**config.mk**
```make
export PLATFORM = sky130hd
export DESIGN_NAME = ipv4_dotted_quad_recognizer
export DESIGN_NICKNAME = d
export VERILOG_FILES = /design/src/rtl/ipv4dq_pkg.sv /design/src/rtl/ipv4_dotted_quad_recognizer.sv
export SDC_FILE = /design/constraint.sdc
export NUM_CORES = 1
export LEC_CHECK = 0
export BUFFER_PORTS_ARGS = -buffer_cell sky130_fd_sc_hd__buf_2
export CORE_MARGIN = 2
export CORE_UTILIZATION = 64
export CTS_CLUSTER_DIAMETER = 50
export DETAILED_ROUTE_END_ITERATION = 16
export PLACE_DENSITY_LB_ADDON = 0.2
export SLEW_MARGIN = 20
export SYNTH_ARGS = -nofsm -noshare
export SYNTH_HDL_FRONTEND = slang
export SYNTH_SLANG_ARGS = --single-unit
```
**constraint.sdc**
```tcl
create_clock -name clk -period 5.4 [get_ports clk]
set_clock_uncertainty 0.05 [all_clocks]
set_input_delay 0.27 -clock clk [delete_from_list [all_inputs] [get_ports clk]]
set_output_delay 0.27 -clock clk [all_outputs]
set_load 0.02 [all_outputs]
```
**src/rtl/ipv4dq_pkg.sv**
```systemverilog
// Package for the IPv4 dotted-quad recognizer: beat types, verdict codes
// and character constants. It depends on nothing else.
package ipv4dq_pkg;

	typedef struct packed {
		logic [7:0] ch;
		logic       last;
	} item_t;

	typedef struct packed {
		logic       matched;
		logic [3:0] match_length;
	} result_t;

	typedef enum logic [1:0] {
		VERDICT_UNDECIDED = 2'd0,
		VERDICT_MATCHED   = 2'd1,
		VERDICT_FAILED    = 2'd2
	} verdict_t;

	localparam logic [7:0] CHAR_DOT        = 8'h2E;
	localparam logic [7:0] CHAR_ZERO       = 8'h30;
	localparam logic [7:0] CHAR_NINE       = 8'h39;
	localparam logic [8:0] TWO_DIGIT_LIMIT = 9'd25;
	localparam logic [8:0] OCTET_MAX       = 9'd255;
	localparam logic [1:0] LAST_OCTET      = 2'd3;
	localparam logic [3:0] MIN_ADDR_LENGTH = 4'd7;

endpackage

```
**src/rtl/ipv4_dotted_quad_recognizer.sv**
```systemverilog
// Top level of the IPv4 dotted-quad recognizer: input register, per-byte
// parse logic and result register. It depends on ipv4dq_pkg.
//
// A final byte goes through the input register and then the result register, where its result becomes valid.
// Throughput: one byte per cycle; the input register and the result register
// keep the two sides apart, so a stalled result holds back only a final byte.
// Reset clears the parse state and both valid flags at once; no clearing pass.
module ipv4_dotted_quad_recognizer
	import ipv4dq_pkg::*;
(
	input  logic    clk,
	input  logic    arst_n,
	input  logic    item_valid,
	output logic    item_stall,
	input  item_t   item,
	output logic    result_valid,
	input  logic    result_stall,
	output result_t result
);

	logic       s1_valid_s1;
	item_t      s1_item_s1;

	logic [1:0] octet_index_q;
	logic [1:0] digits_q;
	logic [8:0] value_q;
	logic       awaiting_dot_q;
	logic [3:0] consumed_q;
	verdict_t   verdict_q;

	logic       result_valid_q;
	result_t    result_q;

	logic       advance;
	logic       is_digit;
	logic [8:0] digit;
	logic [8:0] value_next10;
	logic       octet_end;
	logic       sep;

	logic [1:0] nxt_index;
	logic [1:0] nxt_digits;
	logic [8:0] nxt_value;
	logic       nxt_await;
	logic [3:0] nxt_consumed;
	verdict_t   nxt_verdict;
	verdict_t   fin_verdict;

	assign advance    = s1_valid_s1 && !(s1_item_s1.last && result_valid_q && result_stall);
	assign item_stall = s1_valid_s1 && !advance;

	assign result_valid = result_valid_q;
	assign result       = result_q;

	always_comb begin
		is_digit     = (s1_item_s1.ch >= CHAR_ZERO) && (s1_item_s1.ch <= CHAR_NINE);
		digit        = is_digit ? {1'b0, s1_item_s1.ch - CHAR_ZERO} : 9'd0;
		value_next10 = (value_q << 3) + (value_q << 1) + digit;
		nxt_index    = octet_index_q;
		nxt_digits   = digits_q;
		nxt_value    = value_q;
		nxt_await    = awaiting_dot_q;
		nxt_consumed = consumed_q;
		nxt_verdict  = verdict_q;
		octet_end    = 1'b0;
		sep          = 1'b0;

		if (verdict_q == VERDICT_UNDECIDED) begin
			if (awaiting_dot_q) begin
				sep = 1'b1;
			end else if (digits_q == 2'd0) begin
				if (!is_digit) begin
					nxt_verdict = VERDICT_FAILED;
				end else begin
					nxt_consumed = consumed_q + 4'd1;
					nxt_value    = digit;
					nxt_digits   = 2'd1;
					octet_end    = (digit == 9'd0);
				end
			end else if (!is_digit) begin
				if (octet_index_q == LAST_OCTET) begin
					nxt_verdict = VERDICT_MATCHED;
				end else begin
					sep = 1'b1;
				end
			end else begin
				nxt_consumed = consumed_q + 4'd1;
				nxt_value    = value_next10;
				if (digits_q == 2'd1) begin
					nxt_digits = 2'd2;
					octet_end  = (value_next10 > TWO_DIGIT_LIMIT);
				end else begin
					nxt_digits = 2'd3;
					if (value_next10 > OCTET_MAX) begin
						nxt_verdict = VERDICT_FAILED;
					end else begin
						octet_end = 1'b1;
					end
				end
			end
		end

		if (octet_end) begin
			if (octet_index_q == LAST_OCTET) begin
				nxt_verdict = VERDICT_MATCHED;
			end else begin
				nxt_await = 1'b1;
			end
		end

		if (sep) begin
			if (s1_item_s1.ch == CHAR_DOT) begin
				nxt_consumed = consumed_q + 4'd1;
				nxt_index    = octet_index_q + 2'd1;
				nxt_await    = 1'b0;
				nxt_digits   = 2'd0;
				nxt_value    = 9'd0;
			end else begin
				nxt_verdict = VERDICT_FAILED;
			end
		end

		fin_verdict = nxt_verdict;
		if (nxt_verdict == VERDICT_UNDECIDED && nxt_index == LAST_OCTET &&
		    !nxt_await && nxt_digits != 2'd0) begin
			fin_verdict = VERDICT_MATCHED;
		end
	end

	always_ff @(posedge clk or negedge arst_n) begin
		if (!arst_n) begin
			s1_valid_s1 <= 1'b0;
		end else if (!item_stall) begin
			s1_valid_s1 <= item_valid;
		end
	end

	always_ff @(posedge clk) begin
		if (!item_stall && item_valid) begin
			s1_item_s1 <= item;
		end
	end

	always_ff @(posedge clk or negedge arst_n) begin
		if (!arst_n) begin
			octet_index_q  <= 2'd0;
			digits_q       <= 2'd0;
			value_q        <= 9'd0;
			awaiting_dot_q <= 1'b0;
			consumed_q     <= 4'd0;
			verdict_q      <= VERDICT_UNDECIDED;
		end else if (advance) begin
			if (s1_item_s1.last) begin
				octet_index_q  <= 2'd0;
				digits_q       <= 2'd0;
				value_q        <= 9'd0;
				awaiting_dot_q <= 1'b0;
				consumed_q     <= 4'd0;
				verdict_q      <= VERDICT_UNDECIDED;
			end else begin
				octet_index_q  <= nxt_index;
				digits_q       <= nxt_digits;
				value_q        <= nxt_value;
				awaiting_dot_q <= nxt_await;
				consumed_q     <= nxt_consumed;
				verdict_q      <= nxt_verdict;
			end
		end
	end

	always_ff @(posedge clk or negedge arst_n) begin
		if (!arst_n) begin
			result_valid_q <= 1'b0;
		end else if (advance && s1_item_s1.last) begin
			result_valid_q <= 1'b1;
		end else if (!result_stall) begin
			result_valid_q <= 1'b0;
		end
	end

	always_ff @(posedge clk) begin
		if (advance && s1_item_s1.last) begin
			result_q.matched      <= (fin_verdict == VERDICT_MATCHED);
			result_q.match_length <= (fin_verdict == VERDICT_MATCHED) ? nxt_consumed : 4'd0;
		end
	end

`ifndef ASSERT_OFF
	// A failed string reports a length of zero.
	assert property (@(posedge clk) disable iff (!arst_n)
		result_valid && !result.matched |-> result.match_length == 4'd0)
		else $error("unmatched result carries a nonzero length");

	// The shortest address has four digits and three dots.
	assert property (@(posedge clk) disable iff (!arst_n)
		result_valid && result.matched |-> result.match_length >= MIN_ADDR_LENGTH)
		else $error("matched result is shorter than any address");

	// A fresh octet has no value yet.
	assert property (@(posedge clk) disable iff (!arst_n)
		digits_q == 2'd0 |-> value_q == 9'd0)
		else $error("octet value set with no digits taken");

	// The fourth octet never waits for a dot.
	assert property (@(posedge clk) disable iff (!arst_n)
		awaiting_dot_q |-> octet_index_q != LAST_OCTET)
		else $error("dot awaited after the last octet");

	// Only a final byte facing a full, stalled result register stalls the input.
	assert property (@(posedge clk) disable iff (!arst_n)
		item_stall |-> s1_valid_s1 && s1_item_s1.last && result_valid_q && result_stall)
		else $error("input stalled without cause");
`endif

endmodule

```
# [Yosys cells after proc, flatten, opt, wreduce, memory -nomap -nowiden]
# Index checks and enable logic that the tools add are counted.
[word_totals] reg_bits=36 inputBits=13 out_inout_bits=7 wordCells=106
[classes] n_addsub=5 magnitude_cmp=4 eq_ne=6 muxes=60 n_reduce_logical=19
[op_table] op="9-bit 2-to-1 mux" count=8
[op_table] op="2-bit 2-to-1 mux" count=25
[op_table] op="4-bit 2-to-1 mux" count=6
[op_table] op="1-bit 2-to-1 mux" count=20
[op_table] op="1-bit logical AND" count=10
[op_table] op="9-bit by 8-bit adder with 9-bit output" count=1
[op_table] op="9-bit adder" count=1
[op_table] op="9-bit by 5-bit > comparator with 1-bit output (second input constant)" count=1
[op_table] op="9-bit by 8-bit > comparator with 1-bit output (second input constant)" count=1
[op_table] op="9-bit zero test" count=1
[op_table] op="8-bit by 6-bit == test with 1-bit output (second input constant)" count=1
[op_table] op="8-bit by 6-bit >= comparator with 1-bit output (second input constant)" count=1
[op_table] op="8-bit by 6-bit <= comparator with 1-bit output (second input constant)" count=1
[op_table] op="8-bit 2-to-1 mux" count=1
[op_table] op="8-bit by 6-bit subtractor with 8-bit output (second input constant)" count=1
[op_table] op="2-bit zero test" count=3
[op_table] op="4-bit by 1-bit adder with 4-bit output (second input constant)" count=1
[op_table] op="2-bit by 1-bit == test with 1-bit output (second input constant)" count=2
[op_table] op="2-bit == test (second input constant)" count=2
[op_table] op="1-bit zero test" count=4
[op_table] op="2-bit by 1-bit adder with 2-bit output (second input constant)" count=1
[op_table] op="2-bit by 1-bit != test with 1-bit output (second input constant)" count=1
[op_table] op="2-bit nonzero test" count=1

# [Logic depth before layout (Yosys ltp)]
# Gate-level depths: netlist of the first run.
[depth] depth_word=21 depth_mapped=15 depth_no_buf=14

# [Worst setup path after synthesis of the first run]
# No wires, ideal clock.
[synth_path] kind="register to register" startpoint="register s1_item_s1[5] (netlist name)" endpoint="register result_q, in the netlist result[0], data pin" setup_ns=0.147 arrival_ns=3.178 t_required_ns=5.203 setup_slack_ns=2.026 path_stages_with_launch=16 path_buffers=1 synth_period_minus_slack_ns=3.374 cell_sequence="edfxtp_1 > ha_1 > and3_1 > clkbuf_2 > and2_1 > ha_1 > ha_1 > inv_1 > fa_1 > nor2b_4 > o31a_1 > o31a_1 > mux2i_1 > a211o_2 > a21o_1 > a21oi_1"
[synth_between] elab_chain_len=21 word_cells_on_any_way=58 cone_classes="2 x add/sub; 4 x order compare; 3 x eq/ne; 41 x mux; 8 x reduce/logical"
[synth_lines] element="start: declaration" line_no="ipv4_dotted_quad_recognizer.sv:22" text="item_t s1_item_s1;"
[synth_lines] element="start signal: assignment" line_no="ipv4_dotted_quad_recognizer.sv:140" text="s1_item_s1 <= item;"
[synth_lines] element="8-bit by 6-bit >= comparator with 1-bit output / 8-bit by 6-bit <= comparator with 1-bit output (equally long branches)" line_no="ipv4_dotted_quad_recognizer.sv:56" text="is_digit = (s1_item_s1.ch >= CHAR_ZERO) && (s1_item_s1.ch <= CHAR_NINE);"
[synth_lines] element="1-bit logical AND" line_no="ipv4_dotted_quad_recognizer.sv:56"
[synth_lines] element="8-bit 2-to-1 mux" line_no="ipv4_dotted_quad_recognizer.sv:57" text="digit = is_digit ? {1'b0, s1_item_s1.ch - CHAR_ZERO} : 9'd0;"
[synth_lines] element="9-bit by 8-bit adder with 9-bit output" line_no="ipv4_dotted_quad_recognizer.sv:58" text="value_next10 = (value_q << 3) + (value_q << 1) + digit;"
[synth_lines] element="9-bit by 8-bit > comparator with 1-bit output" line_no="ipv4_dotted_quad_recognizer.sv:94" text="if (value_next10 > OCTET_MAX) begin"
[synth_lines] element="2-bit 2-to-1 mux" line_no="ipv4_dotted_quad_recognizer.sv:94"
[synth_lines] element="2-bit 2-to-1 mux" line_no="ipv4_dotted_quad_recognizer.sv:89" text="if (digits_q == 2'd1) begin"
[synth_lines] element="2-bit 2-to-1 mux" line_no="ipv4_dotted_quad_recognizer.sv:80" text="end else if (!is_digit) begin"
[synth_lines] element="[... 4 more ...]"
[synth_lines] element="2-bit 2-to-1 mux" line_no="ipv4_dotted_quad_recognizer.sv:103" text="if (octet_end) begin"
[synth_lines] element="2-bit 2-to-1 mux" line_no="ipv4_dotted_quad_recognizer.sv:112" text="if (s1_item_s1.ch == CHAR_DOT) begin"
[synth_lines] element="2-bit 2-to-1 mux" line_no="ipv4_dotted_quad_recognizer.sv:111" text="if (sep) begin"
[synth_lines] element="2-bit zero test" line_no="ipv4_dotted_quad_recognizer.sv:124" text="if (nxt_verdict == VERDICT_UNDECIDED && nxt_index == LAST_OCTET &&"
[synth_lines] element="1-bit logical AND (2 in a row)" line_no="ipv4_dotted_quad_recognizer.sv:124"
[synth_lines] element="1-bit logical AND" line_no="ipv4_dotted_quad_recognizer.sv:125" text="!nxt_await && nxt_digits != 2'd0) begin"
[synth_lines] element="2-bit 2-to-1 mux" line_no="ipv4_dotted_quad_recognizer.sv:124"
[synth_lines] element="2-bit by 1-bit == test with 1-bit output" line_no="ipv4_dotted_quad_recognizer.sv:184" text="result_q.match_length <= (fin_verdict == VERDICT_MATCHED) ? nxt_consumed : 4'd0;"
[synth_lines] element="end: declaration" line_no="ipv4_dotted_quad_recognizer.sv:32" text="result_t result_q;"
# Parallel ways exist; a longest one is shown, timed or not.
# A chain may end at the register's enable or synchronous reset.

# [Final worst setup path of the first run]
[layout_path] startpoint="register s1_item_s1[5] (netlist name)" endpoint="register result_q, in the netlist result[2], data pin"
# The elaborated chain is that of the path after synthesis.

==> summary.md, run 1 <==
| Metric | Value |
|---|---|
| Fmax | `approximately 270 MHz` |
| Critical Path Source Type | `flip-flop` |
| Filler cells | `270` |
| CTS tree | `done` |
| H-tree Lvls | `2` |
| Synth Cell Area | `~2200 um2` |
| Final Slew Violations | `0` |
| Crit Path Max Fanout | `7` |
| Worst min path class | `input pin to flip-flop` |
| XOR/XNOR Fraction of Synth Area | `3.91%` |
| First-pass GRT wire length | `7450 um` |
| Post-Route Setup TNS | `0 ns` |
| CP bufs+invs | `1` |
| Final ANT Viol Nets | `0` |
| Aggregate global-route resource usage | `24.0%` |
| Final Cycle Share | `68.9%` |
| Most Frequent Cell on Critical Path | `ha_1` |
| Synth Net Count | `between 200 and 300` |
| CTS buffer count | `5` |
| CTS Buffer Depth | `2` |
| Sw Ratio | `between 20% and 30%` |
| Clock share of power | `27.2%` |
| Vias in the first global route | `about 1600` |
| Compound-Gate Fraction of Synth Area | `18.1%` |
| Seq cells post-synth | `35` |
| Worst slew margin | `between 50% and 60%` |
| Netlist cell types | `49` |
| Avg WL per Cell | `roughly 15 um` |
| Detailed-route wire length | `4330 um` |
| CP max-delay cell | `edfxtp_1` |
| I/O Pins | `20` |
| Horiz. Die Dim | `between 60 and 70 um` |
| Worst vdd ir | `0.184 mV` |
| Share of cells above drive strength 1 | `between 10% and 20%` |
| Clk sinks | `35` |
| Final min period | `~3.7 ns` |
| HPWL after DPL | `3350 um` |
| Mux contribution to synthesized area | `3.57%` |
| Root Driver | `clkbuf_4` |
| Final count of hold timing violations | `0` |
| Crit Path Class | `flip-flop to flip-flop` |
| Min setup slack post-route | `approximately 1.7 ns` |
| Syn Area/Cell | `roughly 10 um2` |
| Sw power | `between 100 and 150 uW` |
| Largest family of logic cells by synthesized area | `compound AO/OA/AOI/OAI gates` |
| Worst Tran Pin Value | `0.704 ns` |
| Main flop type after synthesis | `dfrtp_1` |
| Post-CTS Setup Bufs | `0` |
| Critical path required time | `5.55 ns` |
| Total Die Area | `3990 um2` |
| First-pass DRT Iterations | `4` |
| Register share of total power | `about 59%` |
| Int Power | `368 uW` |
| Sequential area share after synthesis | `42.2%` |
| Buffers added on ports | `19` |
| Final design utilization | `around 73%` |
| Setup Viol. Count Final | `0` |
| FFs w/ async S/R, synth | `around 60%` |
| Syn Inst Count | `approximately 220` |
| Crit path to | `result[2]` |
| Crit path cell chain | `ha_1, and3_1, and2_1, ha_1, ha_1, inv_1, fa_1, nor2b_4, o31a_1, o31a_1, mux2i_1, a21oi_1, o2111ai_2, a21oi_1` |
| Diode count | `0` |
| Die H | `around 63 um` |
| Post-CTS sizing | `0` |
| GP Congestion | `between 0.8 and 0.9` |
| Comb pwr share | `between 10% and 20%` |
| Critical path depth in cells | `14` |
| Simple-gate share of the synthesized area | `17.3%` |
| Maxcap violations | `0` |
| Status | `finished clean` |
| Reg-to-Reg Start | `s1_item_s1[5]` |
| Initial core utilization | `about two thirds` |
| Max incr delay on CP | `about 0.5 ns` |
| Ys Warns | `0` |
| Worst skew pair latency | `roughly 0.34 ns` |
| RSZ-0062 raised after global routing | `no` |
| Crit path arrival time | `3.87 ns` |
| Dpl cell area | `2380 um2` |
| Grt total ovfl | `0` |
| Core area | `3360 um2` |
| DRT iter0 DRCs | `67` |
| Post-route DRC | `0` |
| Post-synth EDFFs | `14` |
| CP Capture Type | `flip-flop` |
| Reg2reg setup slack | `1.68 ns` |
| Initial antenna violation count | `0` |
| Clock-pin slew on the worst setup and hold paths | `between 0.1 and 0.15 ns` |
| Area grow syn2layout | `9.10%` |
| FP Rows | `21` |
| Via count | `1745` |
| Vias per cell | `5.94` |
| Leak Pwr | `~0.0011 uW` |
| PwrDens | `211 nW/um2` |
| R2r endpoint | `result[2]` |
| Synth Area in Adders | `between 10% and 20%` |
| Worst setup path startpoint | `s1_item_s1[5]` |
| Pin count of the biggest net entering global routing | `22` |
| Crit-path leading delay family | `compound AO/OA/AOI/OAI gates` |
| Place WS | `1.73 ns` |
| # nets final | `between 200 and 300` |
| Post-route cell area | `around 2400 um2` |
| R2R cell count | `14` |
[per-layer routing]
metal	vias up	wire [um]	track usage, %	share of wire [%]
met3	6	232	5.00	5.4
met1	827	2040	33.8	47
met4	0	46	8.97	1.1
li1	857	-	-	-
met5	-	0	0	0
met2	55	2010	37.0	46
[synth_stat cells, types with 5 or more instances]
master | count | share of area, %
nand2_1 | 24 | 4.0
dfrtp_1 | 21 | 23
nor2_1 | 18 | 3.0
edfxtp_1 | 14 | 19
a21oi_1 | 13 | 2.9
o21ai_0 | 13 | 2.9
ha_1 | 12 | 6.7
inv_1 | 12 | 2.0
mux2i_1 | 8 | 3.6
nand3_1 | 8 | 1.8
fa_1 | 6 | 5.4
xor2_1 | 6 | 2.3
and2_1 | 5 | 1.4
[layout by cell type (no fill, tap or decap), types with 3 or more instances in the layout]
| master | n |
|---|---|
| a21oi_1 | 13 |
| a22o_1 | 3 |
| and2_1 | 5 |
| and3_1 | 3 |
| buf_2 | 19 |
| clkbuf_4 | 5 |
| dfrtp_1 | 21 |
| edfxtp_1 | 14 |
| fa_1 | 6 |
| ha_1 | 12 |
| inv_1 | 12 |
| mux2i_1 | 8 |
| nand2_1 | 24 |
| nand3_1 | 8 |
| nor2_1 | 18 |
| nor2b_1 | 3 |
| nor3_1 | 4 |
| o21a_1 | 4 |
| o21ai_0 | 13 |
| or2_2 | 3 |
| xnor2_1 | 4 |
| xor2_1 | 6 |
[worst register-to-register path: stages (launching register included)]
cell and delay, ns:
edfxtp_1 0.50, ha_1 0.28, and3_1 0.24, and2_1 0.19, ha_1 0.27, ha_1 0.24
inv_1 0.08, fa_1 0.25, nor2b_4 0.05, o31a_1 0.25, o31a_1 0.28, mux2i_1 0.15
a21oi_1 0.31, o2111ai_2 0.23, a21oi_1 0.21
[cells by family (layout without fill, tap and decap cells)]
family,Yosys count,count (layout)
AO/OA/AOI/OAI,58,58
other,1,1
flip-flops,35,35
XOR/XNOR,10,10
buffers and inverters,16,40
adder cells (fa/ha/maj),18,18
AND/OR/NAND/NOR,78,78
multiplexers,8,8
[how the worst min path moves through the flow]
stage,from,endpoint,slack (ns),depth (start not counted)
after floorplan,arst_n,awaiting_dot_q,-0.08,0
after global placement,arst_n,value_q[0],0.21,1
after detailed placement,arst_n,value_q[0],0.22,1
after CTS,item[2],s1_item_s1[2],0.04,1
after global routing,item[5],s1_item_s1[5],0.03,1
final,item[2],s1_item_s1[2],0.05,1
[sequential cells by signal, summed over array words and instances (netlist names)]
name	flops
consumed_q	4
result	5
s1_item_s1	9
value_q	8
octet_index_q	2
result_valid	1
awaiting_dot_q	1
digits_q	2
verdict_q	2
s1_valid_s1	1
[through the flow]
| stage | std cells | hold WS (ns) | power, uW |
|---|---|---|---|
| 6_report | 294 | 0.0536 | 515 |
| 5_1_grt | 294 | 0.0347 | 539 |
| 4_1_cts | 294 | 0.0439 | 520 |
| 3_5_place_dp | 285 | 0.215 | 380 |
| 3_3_place_gp | 285 | 0.211 | 377 |
| 2_1_floorplan | 224 | -0.0756 | 356 |
[power groups by stage]
stage / registers, uW / logic [uW] / clock network, uW
2_1_floorplan: 310 / 46.7 / 0
3_3_place_gp: 310 / 67.8 / 0
3_5_place_dp: 310 / 69.9 / 0
4_1_cts: 304 / 71.0 / 145
5_1_grt: 307 / 79.7 / 153
6_report: 304 / 70.7 / 140
[final cells by class]
class	instances	area (um2)	area share [%]
clock buffer	5	37.5	1.53
clock inverter	3	20.0	0.818
inverter	12	45.0	1.84
multi-input combinational	173	1230	50.5
sequential	35	946	38.7
tap	46	57.6	2.35
timing repair buffer	20	105	4.30
[timing repair]
| item | 4_1_cts | 5_1_grt |
|---|---|---|
| hold buffers | 1 | 0 |
| endpoints found under the hold margin | 21 | 0 |
| endpoints found under the setup margin | 0 | 0 |
Note: power is estimated with default switching activity, not from simulation.
==> run 2, diff against run 1 <==
- CORE_UTILIZATION: 64 -> 53
- clock period: 5.4 -> 3.3 ns (I/O delays scaled with it)
==> run 2 against run 1 <==
  * The flow now finishes with violations (setup timing)
  * Non-clock buffer count rose by 28
  * Die area rose by 19%
  * Largest power group unchanged
  * Critical endpoint is now result[0]
  * Fmax rose by 12%
  * Critical path type unchanged
  * Largest cell class unchanged
==> summary.md, run 2 (synthesis gave the netlist of run 1 again) <==
| Metric | Value |
|---|---|
| Maxcap violations | `0` |
| RSZ-0062 raised after global routing | `yes` |
| CTS Buffer Depth | `2` |
| Reg-to-Reg Start | `s1_item_s1[5]` |
| Most frequent cells in the layout | `nand2_1, dfrtp_1, buf_2, buf_4, nor2_1` |
| Clk sinks | `35` |
| Largest register FFs | `9` |
| I/O Pins | `20` |
| # nets final | `slightly above 300` |
| Crit-path leading delay family | `compound AO/OA/AOI/OAI gates` |
| Crit Path Class | `flip-flop to flip-flop` |
| Post-route DRC | `0` |
| Post-Route Setup TNS | `-0.0212 ns` |
| Fin cells | `~330` |
| Most Frequent Cell on Critical Path | `o31a_1` |
| Final ANT Viol Nets | `0` |
| Critical path required time | `between 3 and 4 ns` |
| Root Driver | `clkbuf_8` |
| Leak Pwr | `0.00123 uW` |
| Via count | `1837` |
| Vias per cell | `5.63` |
| Fmax | `a little over 300 MHz` |
| Crit Path Max Fanout | `5` |
| Top reg by flops | `s1_item_s1` |
| R2r endpoint | `result[0]` |
| Final Cycle Share | `100%` |
| Worst slew margin | `50.2%` |
| H-tree Lvls | `2` |
| Worst vdd ir | `approximately 0.27 mV` |
| Worst skew pair latency | `0.29 ns` |
| Pin count of the biggest net entering global routing | `22` |
| Place WS | `-0.132 ns` |
| Area grow syn2layout | `26.4%` |
| PwrDens | `335 nW/um2` |
| Share of cells above drive strength 1 | `a little over a quarter` |
| Crit path arrival time | `3.41 ns` |
| Critical Path Source Type | `flip-flop` |
| Horiz. Die Dim | `69.0 um` |
| Status | `finished with violations` |
| Commonest non-fill, non-tap cell in the layout | `nand2_1` |
| CTS tree | `done` |
| Avg WL per Cell | `around 15 um` |
| Setup Viol. Count Final | `4` |
| Placed Cells | `between 300 and 400` |
| DRT iter0 DRCs | `77` |
| Worst Min Path Start | `item_valid` |
| Vias in the first global route | `between 1500 and 2000` |
| Buffers added on ports | `19` |
| First-pass GRT wire length | `~8100 um` |
| Clock-pin slew on the worst setup and hold paths | `approximately 0.080 ns` |
| Final Slew Violations | `0` |
| Final min period | `3.31 ns` |
| Reg2reg setup slack | `-0.01 ns` |
| Max incr delay on CP | `just under 0.6 ns` |
| Grt total ovfl | `0` |
| CTS buffer count | `5` |
| FP Rows | `23` |
| Min setup slack post-route | `-0.0112 ns` |
| Detailed-route wire length | `4920 um` |
| CP max-delay cell | `fa_1` |
| Depth of the worst hold-timing path | `2` |
| Final count of hold timing violations | `0` |
| Worst min path class | `input pin to flip-flop` |
| HPWL after DPL | `between 3000 and 4000 um` |
| Diode count | `0` |
| Initial core utilization | `55.7%` |
| Filler cells | `between 300 and 400` |
| Total Die Area | `4770 um2` |
| First-pass DRT Iterations | `4` |
| Initial antenna violation count | `0` |
| Core area | `a little over 4000 um2` |
| GP Congestion | `just under 0.9` |
| Hold Crit Endpoint | `s1_valid_s1` |
| Worst Tran Pin Value | `0.739 ns` |
| Die H | `a little under 70 um` |
| Crit path cell chain | `ha_2, nand3_2, nor2_4, fa_1, ha_4, nor2b_4, o31a_1, o31a_1, mux2i_1, a211o_2, a21o_1, a21oi_1` |
| CP bufs+invs | `0` |
| CP Capture Type | `flip-flop` |
| R2R cell count | `12` |
| Aggregate global-route resource usage | `a little over a fifth` |
| Failing checks | `setup timing` |
-- run 2: changes by cell type in the layout (fill, tap and decap cells not counted), sizes merged --
cell	delta
buf	+19
dlygate4sd3	+9
clkinvlp	-2
clkinv	+1
clkbuf	+1
-- run 2: worst max-delay path by stage --
stage	from	endpoint	slack, ns	cells after the start
2_1_floorplan	s1_item_s1[5]	result[0]	-0.02	15
3_3_place_gp	s1_item_s1[3]	result[1]	0.008	12
3_5_place_dp	s1_item_s1[7]	result[1]	-0.13	12
4_1_cts	s1_item_s1[6]	result[0]	0.0005	12
5_1_grt	s1_item_s1[2]	result[3]	-0.17	12
6_report	s1_item_s1[5]	result[0]	-0.01	12
-- run 2: worst register-to-register path, stage by stage (launching register included) --
cell and delay [ns]:
edfxtp_1 0.43, ha_2 0.22, nand3_2 0.12, nor2_4 0.06, fa_1 0.59, ha_4 0.22, nor2b_4 0.13, o31a_1 0.25
o31a_1 0.28, mux2i_1 0.14, a211o_2 0.33, a21o_1 0.21, a21oi_1 0.16
-- run 2: per-stage QoR --
stage | hold slack [ns] | util [%] | total power, uW | cell area [um2]
after detailed placement | 0.117 | 61.8 | 634 | 2490
after floorplan | -0.181 | - | 584 | 2250
after global routing | 0.0309 | 70.3 | 988 | 2830
after CTS | 0.0177 | 67.7 | 944 | 2730
final | 0.0231 | 70.3 | 949 | 2830
after global placement | 0.113 | 61.8 | 630 | 2490
-- run 2: area by class of cell --
class / count / area (um2) / share of cell area, %
repair buffers: 48 / 338 / 11.9
clock inverters: 2 / 7.51 / 0.265
well taps: 50 / 62.6 / 2.21
multi-input cells: 173 / 1360 / 48.1
flip-flops and latches: 35 / 946 / 33.4
inverters: 12 / 45.0 / 1.59
clock buffers: 6 / 72.6 / 2.56
-- run 2: repair_timing --
action,in CTS,in global routing
gates cloned,0,0
hold endpoints to repair,30,0
buffers inserted,3,3
endpoints found under the setup margin,6,9
hold buffers,10,0
gates resized for setup,8,10
pin swaps,14,7
-- run 2: power breakdown --
| part | switching (uW) | internal [uW] |
|---|---|---|
| Combinational | 82.6 | 68.4 |
| Sequential | 20.6 | 476 |
| Clock | 157 | 144 |
| Total | 260 | 689 |
-- run 2: metal layers --
metal	routed length, um	global-route usage (%)	vias up
met2	2270	33.2	51
met4	80	5.23	0
met5	0	0	-
met1	2300	30.6	871
li1	-	-	907
met3	270	5.12	8
==> run 3, diff against run 2 <==
- CORE_UTILIZATION: 53 -> 59
- GPL_TIMING_DRIVEN: not set -> 0
- MAX_ROUTING_LAYER: not set -> met4
- clock period: 3.3 -> 3.1 ns (I/O delays scaled with it)
==> run 3 against run 2 <==
  * The run still ends with setup timing left
  * Power rose by 8.0%
  * Wire length rose by 14%
  * Sequential share of layout area fell by 1.1 points
  * Sequential power rose by 7.0%
  * Global-route usage rose by 5.6 points
  * Combinational power rose by 18%
  * Non-clock buffer count rose by 4
  * Final area rose by 3.5%
  * Via count rose by 10%
  * Fmax fell by 4.5%
  * Setup slack got worse by 0.35 ns
  * Critical endpoint is now result[1]
  * Largest cell class unchanged
  * Largest power group unchanged
==> summary.md, run 3 (synthesis gave the netlist of run 1 again) <==
| Metric | Value |
|---|---|
| Critical path required time | `about 3.2 ns` |
| Total Die Area | `approximately 4300 um2` |
| Area of the multi-input gates | `1440 um2` |
| # nets final | `310` |
| Total design power | `1020 uW` |
| Buffers added on ports | `19` |
| CTS Buffer Depth | `2` |
| H-tree Lvls | `2` |
| Worst slew margin | `between 50% and 60%` |
| Worst skew pair latency | `about 0.29 ns` |
| Largest register FFs | `9` |
| First-pass DRT Iterations | `5` |
| Avg WL per Cell | `17.2 um` |
| Final Cycle Share | `112%` |
| Diode count | `0` |
| Critical Path Source Type | `flip-flop` |
| RSZ-0062 raised after global routing | `yes` |
| Top reg by flops | `s1_item_s1` |
| Commonest non-fill, non-tap cell in the layout | `nand2_1` |
| Worst min path class | `input pin to flip-flop` |
| GP Congestion | `a little over 0.8` |
| Share of cells above drive strength 1 | `31.4%` |
| CP Capture Type | `flip-flop` |
| Final Slew Violations | `0` |
| Post-Route Setup TNS | `-2.05 ns` |
| Final ANT Viol Nets | `0` |
| Filler cells | `209` |
| Worst Tran Pin Value | `0.727 ns` |
| Vias in the first global route | `~1900` |
| Crit Path Max Fanout | `5` |
| FP Rows | `22` |
| Most Frequent Cell on Critical Path | `o31a_1` |
| Post-route DRC | `0` |
| CTS tree | `done` |
| PwrDens | `between 300 and 400 nW/um2` |
| Maxcap violations | `0` |
| First-pass GRT wire length | `8630 um` |
| Hold WS | `around 0.0086 ns` |
| CP max-delay cell | `fa_1` |
| Horiz. Die Dim | `65.6 um` |
| CTS buffer count | `5` |
| Setup Viol. Count Final | `8` |
| Register area | `around 950 um2` |
| Status | `finished with violations` |
| Area grow syn2layout | `30.9%` |
| Root Driver | `clkbuf_8` |
| Most frequent cells in the layout | `nand2_1, dfrtp_1, buf_2, buf_4, nor2_1` |
| Fmax | `slightly below 300 MHz` |
| Grt total ovfl | `0` |
| DRT iter0 DRCs | `between 100 and 150` |
| Clock-pin slew on the worst setup and hold paths | `0.07 ns` |
| Place WS | `-0.505 ns` |
| Aggregate global-route resource usage | `between 20% and 30%` |
| Crit path cell chain | `ha_2, buf_4, nand3_4, nor2_2, fa_1, ha_4, o21a_1, o31a_1, o31a_1, mux2i_2, a211o_2, a21o_4, a21oi_2` |
| Initial antenna violation count | `0` |
| Vias per cell | `around 6.2` |
| Failing checks | `setup timing` |
| Initial core utilization | `around 61%` |
| Clk sinks | `35` |
| Core area | `about 3700 um2` |
| Leak Pwr | `roughly 0.0013 uW` |
| HPWL after DPL | `roughly 3200 um` |
| Final min period | `approximately 3.5 ns` |
| I/O Pins | `20` |
| Final count of hold timing violations | `0` |
| Detailed-route wire length | `~5600 um` |
| Via count | `between 2000 and 2500` |
| Worst vdd ir | `~0.33 mV` |
| Crit path arrival time | `~3.6 ns` |
| Crit Path Class | `flip-flop to flip-flop` |
| Min setup slack post-route | `-0.366 ns` |
| Pin count of the biggest net entering global routing | `22` |
| Final design utilization | `roughly four fifths` |
| Die H | `between 60 and 70 um` |
| Max incr delay on CP | `~0.59 ns` |
run 3: cell count changes in the layout (fill, tap and decap cells not counted), moves of 2 or more:
cell and delta:
clkbuf_1 +2, a21oi_2 +3, a21oi_1 -4, buf_6 +2
run 3: what timing repair did:
item	CTS	global route
hold endpoints to repair	29	0
endpoints found under the setup margin	9	9
pin swaps	21	24
resized for setup	22	16
hold buffers	9	0
buffers inserted	14	7
run 3: critical path, delay by kind of cell, from the launching register on:
kind,cells,cell delay (ns)
mux,1,0.20
compound gates,6,1.34
simple gates,2,0.15
buf+inv,1,0.14
fa+ha+maj,3,1.03
flops,1,0.40
run 3: path summary, 6_finish.rpt:
path                       cells after the start  slack [ns]     startpoint       endpoint
max                                           13       -0.37  s1_item_s1[6]      result[1]
min                                            1       0.009        item[2]  s1_item_s1[2]
max reg2reg                                   13       -0.37  s1_item_s1[6]      result[1]
min reg2reg                                    2        0.49   result_valid   result_valid
max in group asynchronous                      2        2.33         arst_n   result_valid
min in group asynchronous                      2        0.31         arst_n     value_q[0]
run 3: power breakdown:
| group | total [uW] | internal (uW) | switching [uW] |
|---|---|---|---|
| clock | 313 | 154 | 159 |
| sequential | 532 | 507 | 25.1 |
| combinational | 178 | 79.3 | 99.2 |
run 3: stage by stage:
stage          std cells  area (um2)
3_5_place_dp         291        2400
6_report             328        2930
2_1_floorplan        224        2250
3_3_place_gp         291        2400
5_1_grt              328        2930
4_1_cts              322        2790
run 3: cell type report:
| type | count | area share [%] |
|---|---|---|
| timing repair buffer | 49 | 11.9 |
| multi-input combinational | 173 | 49.1 |
| tap | 48 | 2.05 |
| inverter | 12 | 1.54 |
| clock inverter | 2 | 0.299 |
| sequential | 35 | 32.2 |
| buffer | 3 | 0.384 |
| clock buffer | 6 | 2.47 |
run 3: per-layer routing:
metal	part of all wire, %	global-route usage [%]	routed length [um]
met5	0	-	0
met4	2.7	9.90	150
met3	6.0	4.45	339
met2	49	42.7	2730
met1	43	35.5	2400
